==> src/rtl/mlt_pkg.sv <==
`timescale 1ns / 1ps
// ----------------------------------------------------------------------------
// mlt_pkg
// Shared types and constants for the module lifetime table.
// ----------------------------------------------------------------------------
package mlt_pkg;

  localparam int unsigned Entries  = 32;
  localparam int unsigned IdxW     = $clog2(Entries);
  localparam int unsigned CntW     = $clog2(Entries + 1);
  localparam int unsigned KeyW     = 384;
  localparam int unsigned RecW     = 32 * 3 + 1;

  typedef enum logic [1:0] {
    REQ_INSERT = 2'd0,
    REQ_REMOVE = 2'd1,
    REQ_UPDATE = 2'd2,
    REQ_NONE   = 2'd3
  } req_e;

  // Controller -> datapath
  typedef struct packed {
    logic load;      // capture request
    logic scan_clr;  // reset scan state, start reading entry 0
    logic scan_step; // evaluate entry at scan index, read next
    logic commit;    // write chosen slot, build result
    logic rd_sel;    // read chosen slot
  } mlt_cmd_t;

  // Datapath -> controller
  typedef struct packed {
    logic scan_last;
    logic is_none;
  } mlt_sts_t;

endpackage

==> src/rtl/mlt_ctrl.sv <==
`timescale 1ns / 1ps
// ----------------------------------------------------------------------------
// mlt_ctrl
// Sequencer for one request: scan, read chosen slot, commit, hand off (unused type: straight to hand off).
// ----------------------------------------------------------------------------
module mlt_ctrl import mlt_pkg::*; (
  input  logic     clk_i,
  input  logic     rst_ni,
  input  logic     in_valid_i,
  output logic     in_ready_o,
  output logic     out_valid_o,
  input  logic     out_ready_i,
  output mlt_cmd_t cmd_o,
  input  mlt_sts_t sts_i
);
  typedef enum logic [5:0] {
    ST_IDLE  = 6'b000001,
    ST_START = 6'b000010,
    ST_SCAN  = 6'b000100,
    ST_READ  = 6'b001000,
    ST_WRITE = 6'b010000,
    ST_OUT   = 6'b100000
  } state_e;

  state_e state_q, state_d;

  assign in_ready_o  = (state_q == ST_IDLE);
  assign out_valid_o = (state_q == ST_OUT);

  always_comb begin
    state_d = state_q;
    cmd_o   = '0;
    unique case (state_q)
      ST_IDLE: begin
        cmd_o.load = in_valid_i;
        if (in_valid_i) begin
          state_d = ST_START;
        end
      end
      ST_START: begin
        cmd_o.scan_clr = 1'b1;
        state_d = sts_i.is_none ? ST_OUT : ST_SCAN;
      end
      ST_SCAN: begin
        cmd_o.scan_step = 1'b1;
        if (sts_i.scan_last) begin
          state_d = ST_READ;
        end
      end
      ST_READ: begin
        cmd_o.rd_sel = 1'b1;
        state_d = ST_WRITE;
      end
      ST_WRITE: begin
        cmd_o.commit = 1'b1;
        state_d = ST_OUT;
      end
      ST_OUT: begin
        if (out_ready_i) begin
          state_d = ST_IDLE;
        end
      end
      default: state_d = ST_IDLE;
    endcase
  end

  always_ff @(posedge clk_i or negedge rst_ni) begin
    if (!rst_ni) begin
      state_q <= ST_IDLE;
    end else begin
      state_q <= state_d;
    end
  end
endmodule
==> config.mk <==
export PLATFORM = sky130hd
export DESIGN_NAME = mlt_ctrl
export DESIGN_NICKNAME = d
export VERILOG_FILES = /design/src/rtl/mlt_pkg.sv /design/src/rtl/mlt_ctrl.sv
export SDC_FILE = /design/constraint.sdc
export NUM_CORES = 1
export LEC_CHECK = 0
export BUFFER_PORTS_ARGS = -buffer_cell sky130_fd_sc_hd__buf_2
export CAP_MARGIN = 20
export CELL_PAD_IN_SITES_DETAIL_PLACEMENT = 0
export CELL_PAD_IN_SITES_GLOBAL_PLACEMENT = 1
export CORE_AREA = 3 3 40 42
export CTS_CLUSTER_DIAMETER = 30
export DETAILED_ROUTE_END_ITERATION = 7
export DIE_AREA = 0 0 43 45
export GPL_ROUTABILITY_DRIVEN = 0
export PLACE_DENSITY = 0.65
export SLEW_MARGIN = 10
export SYNTH_ARGS = -nofsm -noshare
export SYNTH_HDL_FRONTEND = slang
export SYNTH_SLANG_ARGS = --single-unit
==> constraint.sdc <==
create_clock -name clk_i -period 1.45 [get_ports clk_i]
set_input_delay 0.0725 -clock clk_i [delete_from_list [all_inputs] [get_ports clk_i]]
set_output_delay 0.0725 -clock clk_i [all_outputs]
set_load 0.01 [all_outputs]
Yosys cells after proc, flatten, opt, wreduce, memory -nomap -nowiden
Index checks and enable logic that the tools add are counted.
{ "totals": {"reg_bits": 6, "latch_bits": 0, "ram_bits": 0, "mem_bits_ro": 0, "input_bits": 6, "out_inout_bits": 7, "word_cells": 21, "memories": 0} }
{ "op_classes": {"n_addsub": 0, "mul": 0, "n_div": 0, "magnitude_cmp": 0, "eq_ne": 9, "shift": 0, "n_mux": 10, "n_bitwise": 0, "reduce_logical": 1} }
{ "op_table": {"columns": ["operator", "count"], "rows": [
  ["one-hot mux 6 bit (6 select lines)", 1],
  ["two-way mux 6 bit", 4],
  ["equality test 6 x 1 -> 1 bit, second input constant", 1],
  ["equality test 6 x 2 -> 1 bit, second input constant", 1],
  ["equality test 6 x 3 -> 1 bit, second input constant", 1],
  ["equality test 6 x 4 -> 1 bit, second input constant", 1],
  ["equality test 6 x 5 -> 1 bit, second input constant", 1],
  ["equality test 6 bit, second input constant", 1],
  ["two-way mux 1 bit", 5],
  ["inequality test 2 bit, second input constant", 2],
  ["AND reduction 3 bit", 1],
  ["inequality test 2 x 1 -> 1 bit, second input constant", 1]
]} }

Depth between registers and ports, before layout
Gate-level depths: netlist of the first run.
{ "logic_depth": {"depth_word": 3, "mapped_depth": 4, "ltp_nobuf": 4} }

Least setup slack after synthesis of the first run
No wires, ideal clock.
{ "synth_path": {"path_type": "reg2out", "from": "register state_q[2]", "to": "output cmd_o[4] (netlist name)", "arrival_ns": 1.109, "required_ns": 1.378, "setup_slack_ns": 0.268, "path_stages_with_launch": 4, "path_buffers": 0, "cell_sequence": "dfrtp_1 -> or2_1 -> and3b_2 -> and2_2"} }
{ "synth_rtl": {"columns": ["item", "line_no", "text"], "rows": [
  ["start, declared", "mlt_ctrl.sv:25", "state_e state_q, state_d;"],
  ["start signal, assigned", "mlt_ctrl.sv:71", "state_q <= state_d;"],
  ["end, declared", "mlt_ctrl.sv:13", "output mlt_cmd_t cmd_o,"]
]} }

==> results.py, run 1 <==
metrics = {
    "floorplanning": {
        "core_um2": 1280,
        "die_h_um": 45,
        "die_w_um": 43,
        "io_pins": 13,
        "std_cell_rows": 13,
        "start_util_pct": 27.7,
        "dieArea_um2": 1940,
    },
    "logic_synthesis": {
        "synth_area_um2": 355,
        "ys_ff_latch": 6,
        "syn_nets": 42,
        "seq_area_frac_synth_pct": 42.6,
        "synth-xor-area-share_pct": 2.46,
        "synth-simple-area-share_pct": 35.2,
        "synth.avg_cell_area_um2": 9.87,
        "yosys_warnings": 0,
        "syn_inst": 36,
        "synthAdderAreaFrac_pct": 0,
        "synth_top_family_by_area": "simple AND/OR/NAND/NOR gates",
        "synth_compound_area_share_pct": 15.5,
        "synth_cell_types": 20,
        "synthMuxAreaShare_pct": 0,
    },
    "sta": {
        "fin_ws_ns": -0.0125,
        "hold_viol": 0,
        "rsz0062_at_grt": "true",
        "worst_pin_slew_ns": 0.227,
        "min_period_ns": 1.46,
        "hold_slack_ns": 0.0321,
        "finalSetupTns_ns": -0.0125,
        "fin_skew_ns": 0.00946,
        "max_slew_margin_pct": 84.8,
        "max_freq_ghz": 0.684,
        "post-route-period-util_pct": 101,
        "setup_viol": 1,
        "slew_viol_final": 0,
    },
    "setup_path": {
        "start_kind": "flip-flop",
        "rr_endpoint": "state_q[0]",
        "critPathMaxFanout": 4,
        "reg2reg_from": "state_q[2]",
        "reg2reg_depth": 6,
        "path_buf_inv": 1,
        "path_cells": "or2_1 > and3b_2 > and2_4 > buf_6",
        "path_delay_family": "simple AND/OR/NAND/NOR gates",
        "criticalPathCategory": "reg2out",
        "critPathLaunch": "state_q[3]",
        "crit_arrival_ns": 1.39,
        "crit_slowest_cell": "dfrtp_1",
        "slowest_delay_ns": 0.38,
        "cp_data_required_time_ns": 1.38,
        "endpoint_kind": "output port",
        "r2r_slack_ns": 0.11,
        "path_depth": 4,
    },
    "place": {
        "io_buffers": 12,
        "place_area_um2": 434,
        "place_inst": 63,
        "dp_slack_ns": 0.168,
    },
    "clock_network": {
        "ctsHtreeMaxLevel": 1,
        "clock-root-buffer": "clkbuf_4",
        "clk_path_buf_depth": 2,
        "clkSlewWorstSetupHoldPaths_ns": 0.05,
        "cts_tree": "built",
        "insertion_delay_ns": 0.25,
        "clock-sinks": 6,
        "cts_buffers": 3,
    },
    "global_route": {
        "grt_pass1_wl_um": 1370,
        "grt_antenna_before_repair": 0,
        "globalRouteOverflowTotal": 0,
        "track_usage_pct": 10.1,
        "grt_start_max_net_pins": 7,
        "grt_pass1_vias": 336,
    },
    "drt": {
        "drc": 0,
        "vias": 344,
        "wl_um": 823,
        "wl_per_cell_um": 11.6,
        "drtPass1Iterations": 4,
        "ant_nets": 0,
        "vias_per_cell": 4.85,
        "drt_iter0_markers": 2,
    },
    "flow_run": {
        "max-cap-violations": 0,
    },
    "outcome": {
        "outcome": "complete, but fails checks",
        "violations": "negative setup slack",
    },
    "finish": {
        "top_register": "state_q",
        "area_growth_syn_to_layout_pct": 45.8,
        "final_cell_mix": "buf_2 (11), dfrtp_1 (5), inv_1 (4)",
        "stdcell_count": 71,
        "fin_area_um2": 518,
        "drive_above_1_share_pct": 55.4,
        "top_regs": "state_q: 6 flops",
        "fin_util_pct": 40.3,
        "num-fill-cells": 135,
        "largest_reg_flops": 6,
        "final_common_cell": "buf_2",
        "fin_nets": 63,
        "diodes": 0,
    },
    "min_path": {
        "holdPathEnd": "state_q[2]",
        "hold_class": "in2reg",
        "hold_start": "sts_i[1]",
        "hold_depth": 2,
    },
    "pwr": {
        "power.density_nw_per_um2": 1510,
        "total_power_uw": 780,
        "p_leak_nw": 0.279,
        "ir_drop_mv": 0.595,
    },
}
-- final cells by class --
type | instances | area (µm²) | area share, %
sequential | 6 | 151 | 29.2
multi-input combinational | 26 | 208 | 40.1
tap | 15 | 18.8 | 3.62
clock buffer | 4 | 26.3 | 5.07
inverter | 4 | 15.0 | 2.90
timing repair buffer | 16 | 98.8 | 19.1
-- worst reg2reg max path, stage by stage, from the launching register on --
cell	delay (ns)
dfrtp_1	0.38
buf_4	0.14
buf_4	0.14
o21ai_0	0.15
o211ai_1	0.12
a221oi_2	0.25
nor2_1	0.07
-- report_power, final --
| part | switching, mW | internal, mW |
|---|---|---|
| Sequential | 0.0365 | 0.215 |
| Combinational | 0.170 | 0.193 |
| Clock | 0.0608 | 0.104 |
-- timing repair --
action,in CTS,in global routing
endpoints found under the setup margin,3,5
buffers inserted,3,0
gates resized for setup,3,4
endpoints found under the hold margin,6,0
pin swaps,1,1
hold buffers,1,0
-- kinds of logic (layout without fill, tap and decap cells) --
logic type / after synthesis / after routing
buf+inv: 4 / 24
compound gates: 8 / 8
flops: 6 / 6
xor+xnor: 1 / 1
simple gates: 17 / 17
-- cells in the mapped netlist, drive strengths merged --
| library cell | instances | area share (%) |
|---|---|---|
| xor2 | 1 | 2.5 |
| nor2b | 2 | 3.5 |
| dfstp | 1 | 7.4 |
| and2 | 3 | 6.0 |
| o22ai | 2 | 3.5 |
| o21ai | 3 | 4.2 |
| a21oi | 1 | 1.4 |
| dfrtp | 5 | 35 |
| nand4b | 1 | 2.5 |
| and3b | 2 | 5.6 |
| inv | 4 | 4.2 |
| nor2 | 3 | 3.2 |
| nor3 | 1 | 1.4 |
| o211ai | 1 | 2.1 |
| nand3 | 1 | 1.4 |
| and4bb | 1 | 3.5 |
| a221oi | 1 | 4.2 |
| or2 | 1 | 1.8 |
| and4b | 2 | 6.3 |
-- worst max-delay path by stage --
stage | end
after floorplan | cmd_o[4]
after global placement | cmd_o[4]
after detailed placement | cmd_o[4]
after CTS | cmd_o[4]
after global routing | cmd_o[4]
final | cmd_o[4]
-- per-layer routing --
layer | up-vias | track usage, % | part of all wire, %
met5 | - | 0 | 0
met1 | 162 | 12.0 | 44
met4 | 0 | 9.04 | 0
met3 | 0 | 3.98 | 8.7
li1 | 169 | - | -
met2 | 13 | 14.1 | 47
No activity file was read; power rests on OpenSTA's default activity.
==> inputs of run 2 (changes only) <==
--- a/config.mk
+++ b/config.mk
@@ -14,8 +14,8 @@
 export DETAILED_ROUTE_END_ITERATION = 7
 export DIE_AREA = 0 0 43 45
 export GPL_ROUTABILITY_DRIVEN = 0
-export PLACE_DENSITY = 0.65
-export SLEW_MARGIN = 10
+export MAX_ROUTING_LAYER = met4
+export PLACE_DENSITY = 0.63
 export SYNTH_ARGS = -nofsm -noshare
 export SYNTH_HDL_FRONTEND = slang
 export SYNTH_SLANG_ARGS = --single-unit
==> results.py, run 2 (synthesis gave the netlist of run 1 again) <==
metrics = {
    "finish": {
        "final_cell_mix": "buf_2 (11), dfrtp_1 (5), inv_1 (4), buf_4 (4)",
        "seqCellArea_um2": 151,
        "drive_above_1_share_pct": 57.9,
        "multi_input_area_um2": 218,
        "area_growth_syn_to_layout_pct": 50.7,
        "final_common_cell": "buf_2",
        "num-fill-cells": 137,
        "top_register": "state_q",
        "top_regs": "state_q: 6 flops",
        "stdcell_count": 72,
        "largest_reg_flops": 6,
        "diodes": 0,
        "fin_nets": 64,
    },
    "global_route": {
        "grt_start_max_net_pins": 7,
        "grt_pass1_vias": 317,
        "grt_pass1_wl_um": 1330,
        "track_usage_pct": 9.92,
        "grt_use_met2_pct": 14.7,
        "gr-max-usage-layer": "met2",
        "globalRouteOverflowTotal": 0,
        "met3_usage_pct": 3.98,
        "use_met1_pct": 10.8,
        "grt_antenna_before_repair": 0,
    },
    "drt": {
        "drtPass1Iterations": 2,
        "wl_um": 804,
        "drc": 0,
        "drt_iter0_markers": 4,
        "wl_per_cell_um": 11.2,
        "vias_per_cell": 4.75,
        "vias": 342,
        "ant_nets": 0,
    },
    "place": {
        "dp_hpwl_um": 619,
        "dp_slack_ns": 0.151,
        "place_inst": 63,
        "io_buffers": 12,
    },
    "setup_path": {
        "criticalPathCategory": "reg2out",
        "path_cells": "or2_1 > and3b_2 > and2_4 > buf_6",
        "path_depth": 4,
        "slowest_delay_ns": 0.37,
        "critPathMaxFanout": 3,
        "path_delay_family": "simple AND/OR/NAND/NOR gates",
        "crit_slowest_cell": "dfrtp_1",
        "reg2reg_from": "state_q[4]",
        "crit_arrival_ns": 1.36,
        "reg2reg_depth": 5,
        "cp_data_required_time_ns": 1.38,
        "path_buf_inv": 1,
        "endpoint_kind": "output port",
        "critPathLaunch": "state_q[3]",
        "start_kind": "flip-flop",
    },
    "floorplanning": {
        "die_h_um": 45,
        "core_um2": 1280,
        "start_util_pct": 27.7,
        "die_w_um": 43,
        "std_cell_rows": 13,
        "io_pins": 13,
        "dieArea_um2": 1940,
    },
    "sta": {
        "hold_viol": 0,
        "worst_pin_slew_ns": 0.187,
        "fin_ws_ns": 0.0189,
        "rsz0062_at_grt": "true",
        "fin_skew_ns": 0.00920,
        "post-route-period-util_pct": 98.7,
        "min_period_ns": 1.43,
        "max_slew_margin_pct": 87.4,
        "finalSetupTns_ns": 0,
        "setup_viol": 0,
        "hold_slack_ns": 0.0240,
        "max_freq_ghz": 0.699,
        "slew_viol_final": 0,
    },
    "min_path": {
        "hold_depth": 2,
        "hold_class": "in2reg",
        "hold_start": "sts_i[1]",
    },
    "pwr": {
        "seq_power_share_pct": 29.7,
        "swShare_pct": 34.1,
        "pwr-share-comb_pct": 50.5,
        "power_switching_uw": 285,
        "p_leak_nw": 0.284,
        "pwr-share-clk_pct": 19.8,
        "total_power_uw": 837,
        "ir_drop_mv": 0.722,
        "power.internal_uw": 551,
        "power.density_nw_per_um2": 1560,
    },
    "outcome": {
        "outcome": "complete, no violations",
    },
    "clock_network": {
        "clk_path_buf_depth": 2,
        "insertion_delay_ns": 0.25,
        "ctsHtreeMaxLevel": 1,
        "cts_buffers": 3,
        "cts_tree": "built",
        "clkSlewWorstSetupHoldPaths_ns": 0.05,
        "clock-sinks": 6,
        "clock-root-buffer": "clkbuf_4",
    },
    "flow_run": {
        "max-cap-violations": 0,
    },
}
run 2: cell types whose count changed in the layout (fill, tap and decap cells not counted):
| cell | change |
|---|---|
| buf_4 | +1 |
| nand3_1 | -1 |
| nand3_2 | +1 |
| nor2_2 | -1 |
| nor2_4 | +1 |
run 2: power groups by stage:
| stage | registers (mW) | clock network [mW] | logic [mW] |
|---|---|---|---|
| global placement | 0.247 | 0 | 0.296 |
| global route | 0.251 | 0.187 | 0.465 |
| CTS | 0.250 | 0.174 | 0.380 |
| floorplan | 0.241 | 0 | 0.212 |
| finish | 0.248 | 0.166 | 0.423 |
| detailed placement | 0.247 | 0 | 0.296 |
run 2: timing repair:
item / in CTS / in global routing
hold buffers: 1 / 0
pin swaps: 0 / 2
buffers inserted: 3 / 1
endpoints found under the hold margin: 6 / 0
endpoints found under the setup margin: 3 / 2
resized for setup: 6 / 3
run 2: layout make-up:
class	count	share of cell area, %
multi-input cells	26	40.7
repair buffers	17	19.9
well taps	15	3.50
inverters	4	2.80
flip-flops and latches	6	28.3
clock buffers	4	4.91
run 2: stage by stage:
| stage | util (%) | cell area, µm² |
|---|---|---|
| after global routing | 41.7 | 536 |
| after detailed placement | 33.8 | 434 |
| final | 41.7 | 536 |
| after floorplan | - | 355 |
| after CTS | 40.2 | 517 |
| after global placement | 33.8 | 434 |
run 2: per-layer routing:
metal / routed length (µm) / share of wire, % / vias up
li1: - / - / 173
met1: 368 / 46 / 157
met2: 365 / 45 / 12
met3: 70 / 8.7 / 0
met4: 0 / 0 / 0
met5: 0 / 0 / -
run 2: final timing paths:
path / end / slack (ns)
max: cmd_o[4] / 0.02
min: state_q[2] / 0.02
max reg2reg: state_q[0] / 0.18
min reg2reg: state_q[0] / 0.60
max in group asynchronous: state_q[0] / 1.03
min in group asynchronous: state_q[4] / 0.18
==> inputs of run 3 (changes only) <==
--- a/config.mk
+++ b/config.mk
@@ -15,7 +15,7 @@
 export DIE_AREA = 0 0 43 45
 export GPL_ROUTABILITY_DRIVEN = 0
 export MAX_ROUTING_LAYER = met4
-export PLACE_DENSITY = 0.63
+export PLACE_DENSITY = 0.58
 export SYNTH_ARGS = -nofsm -noshare
 export SYNTH_HDL_FRONTEND = slang
 export SYNTH_SLANG_ARGS = --single-unit
==> results.py, run 3 (synthesis gave the netlist of run 1 again) <==
metrics = {
    "outcome": {
        "outcome": "complete, no violations",
    },
    "finish": {
        "fin_nets": 67,
        "diodes": 0,
        "fin_area_um2": 551,
        "seqCellArea_um2": 151,
        "stdcell_count": 75,
        "top_register": "state_q",
        "largest_reg_flops": 6,
        "top_regs": "state_q: 6 flops",
        "fin_util_pct": 42.8,
        "final_common_cell": "buf_2",
        "area_growth_syn_to_layout_pct": 54.9,
        "final_cell_mix": "buf_2 (10), buf_4 (8), dfrtp_1 (5), inv_1 (4), clkbuf_4 (3)",
        "multi_input_area_um2": 208,
        "num-fill-cells": 133,
        "drive_above_1_share_pct": 60.0,
    },
    "global_route": {
        "track_usage_pct": 10.3,
        "grt_pass1_wl_um": 1380,
        "globalRouteOverflowTotal": 0,
        "grt_start_max_net_pins": 7,
        "grt_pass1_vias": 378,
        "grt_antenna_before_repair": 0,
    },
    "drt": {
        "drt_iter0_markers": 2,
        "drtPass1Iterations": 2,
        "vias_per_cell": 4.76,
        "ant_nets": 0,
        "vias": 357,
        "top_layer_used": "met4",
        "wl_met1_um": 314,
        "drc": 0,
        "wl_met2_um": 418,
        "wl_met3_um": 51,
        "wl_per_cell_um": 10.7,
        "wl_um": 800,
    },
    "setup_path": {
        "start_kind": "flip-flop",
        "critPathMaxFanout": 3,
        "rr_endpoint": "state_q[0]",
        "crit_arrival_ns": 1.36,
        "reg2reg_depth": 6,
        "reg2reg_from": "state_q[2]",
        "criticalPathCategory": "reg2out",
        "cp_data_required_time_ns": 1.38,
        "endpoint_kind": "output port",
        "r2r_slack_ns": 0.10,
    },
    "floorplanning": {
        "die_h_um": 45,
        "core_um2": 1280,
        "dieArea_um2": 1940,
        "io_pins": 13,
        "std_cell_rows": 13,
        "start_util_pct": 27.7,
        "die_w_um": 43,
    },
    "sta": {
        "min_period_ns": 1.43,
        "worst_pin_slew_ns": 0.234,
        "max_freq_ghz": 0.698,
        "max_slew_margin_pct": 84.4,
        "setup_viol": 0,
        "slew_viol_final": 0,
        "fin_skew_ns": 0.00510,
        "hold_viol": 0,
        "post-route-period-util_pct": 98.9,
        "rsz0062_at_grt": "true",
    },
    "pwr": {
        "power.density_nw_per_um2": 1530,
        "ir_drop_mv": 0.619,
        "total_power_uw": 843,
        "p_leak_nw": 0.295,
    },
    "min_path": {
        "hold_depth": 2,
        "holdPathEnd": "state_q[2]",
        "hold_class": "in2reg",
        "hold_start": "sts_i[1]",
    },
    "place": {
        "place_inst": 63,
        "dp_hpwl_um": 615,
        "place_area_um2": 434,
        "io_buffers": 12,
    },
    "clock_network": {
        "ctsHtreeMaxLevel": 1,
        "clkSlewWorstSetupHoldPaths_ns": 0.05,
        "clock-root-buffer": "clkbuf_4",
        "cts_tree": "built",
        "cts_buffers": 3,
        "clock-sinks": 6,
        "insertion_delay_ns": 0.25,
        "clk_path_buf_depth": 2,
    },
    "flow_run": {
        "max-cap-violations": 0,
    },
}
## run 3: repair_timing
action / CTS / global route
endpoints found under the hold margin: 6 / 0
setup buffers: 5 / 2
hold buffers: 1 / 0
pin swaps: 0 / 5
resized for setup: 2 / 7
endpoints found under the setup margin: 3 / 5
## run 3: layout make-up
class,instances,share of cell area [%]
inverters,4,2.73
multi-input cells,26,37.7
flip-flops and latches,6,27.5
clock buffers,4,4.77
repair buffers,20,23.9
well taps,15,3.41
## run 3: worst max-delay path: stages, from the launching register on
cell and delay, ns:
dfstp_2 0.54, nor2b_2 0.14, and3b_2 0.21, and2_4 0.14
buf_6 0.09
## run 3: metal layers
| metal | track usage (%) | vias up |
|---|---|---|
| met5 | - | - |
| met3 | 1.59 | 2 |
| li1 | - | 178 |
| met4 | 10.8 | 0 |
| met2 | 17.4 | 13 |
| met1 | 9.56 | 164 |
## run 3: per-stage QoR
| step | hold slack, ns | setup TNS (ns) | worst slack [ns] |
|---|---|---|---|
| 6_report | 0.0245 | 0 | 0.0164 |
| 5_1_grt | 0.0222 | -0.109 | -0.0433 |
| 4_1_cts | 0.0237 | -0.0134 | -0.0128 |
| 3_5_place_dp | -0.101 | 0 | 0.146 |
| 3_3_place_gp | -0.100 | 0 | 0.199 |
| 2_1_floorplan | -0.223 | 0 | 0.268 |
## run 3: how the worst max path moves through the flow
stage                    start    endpoint  slack (ns)  cells after the start
global placement    state_q[2]    cmd_o[4]        0.20                      4
global route        state_q[0]    cmd_o[4]       -0.04                      4
CTS                 state_q[0]    cmd_o[4]       -0.01                      4
floorplan           state_q[2]    cmd_o[4]        0.27                      3
detailed placement  state_q[1]  state_q[0]        0.15                      4
finish              state_q[0]    cmd_o[4]        0.02                      4
## run 3: report_power, final
part / leakage [nW] / switching [mW] / internal, mW
registers: 0.0791 / 0.0355 / 0.215
clock network: 0.0150 / 0.0630 / 0.104
logic: 0.201 / 0.182 / 0.243
total: 0.295 / 0.281 / 0.562
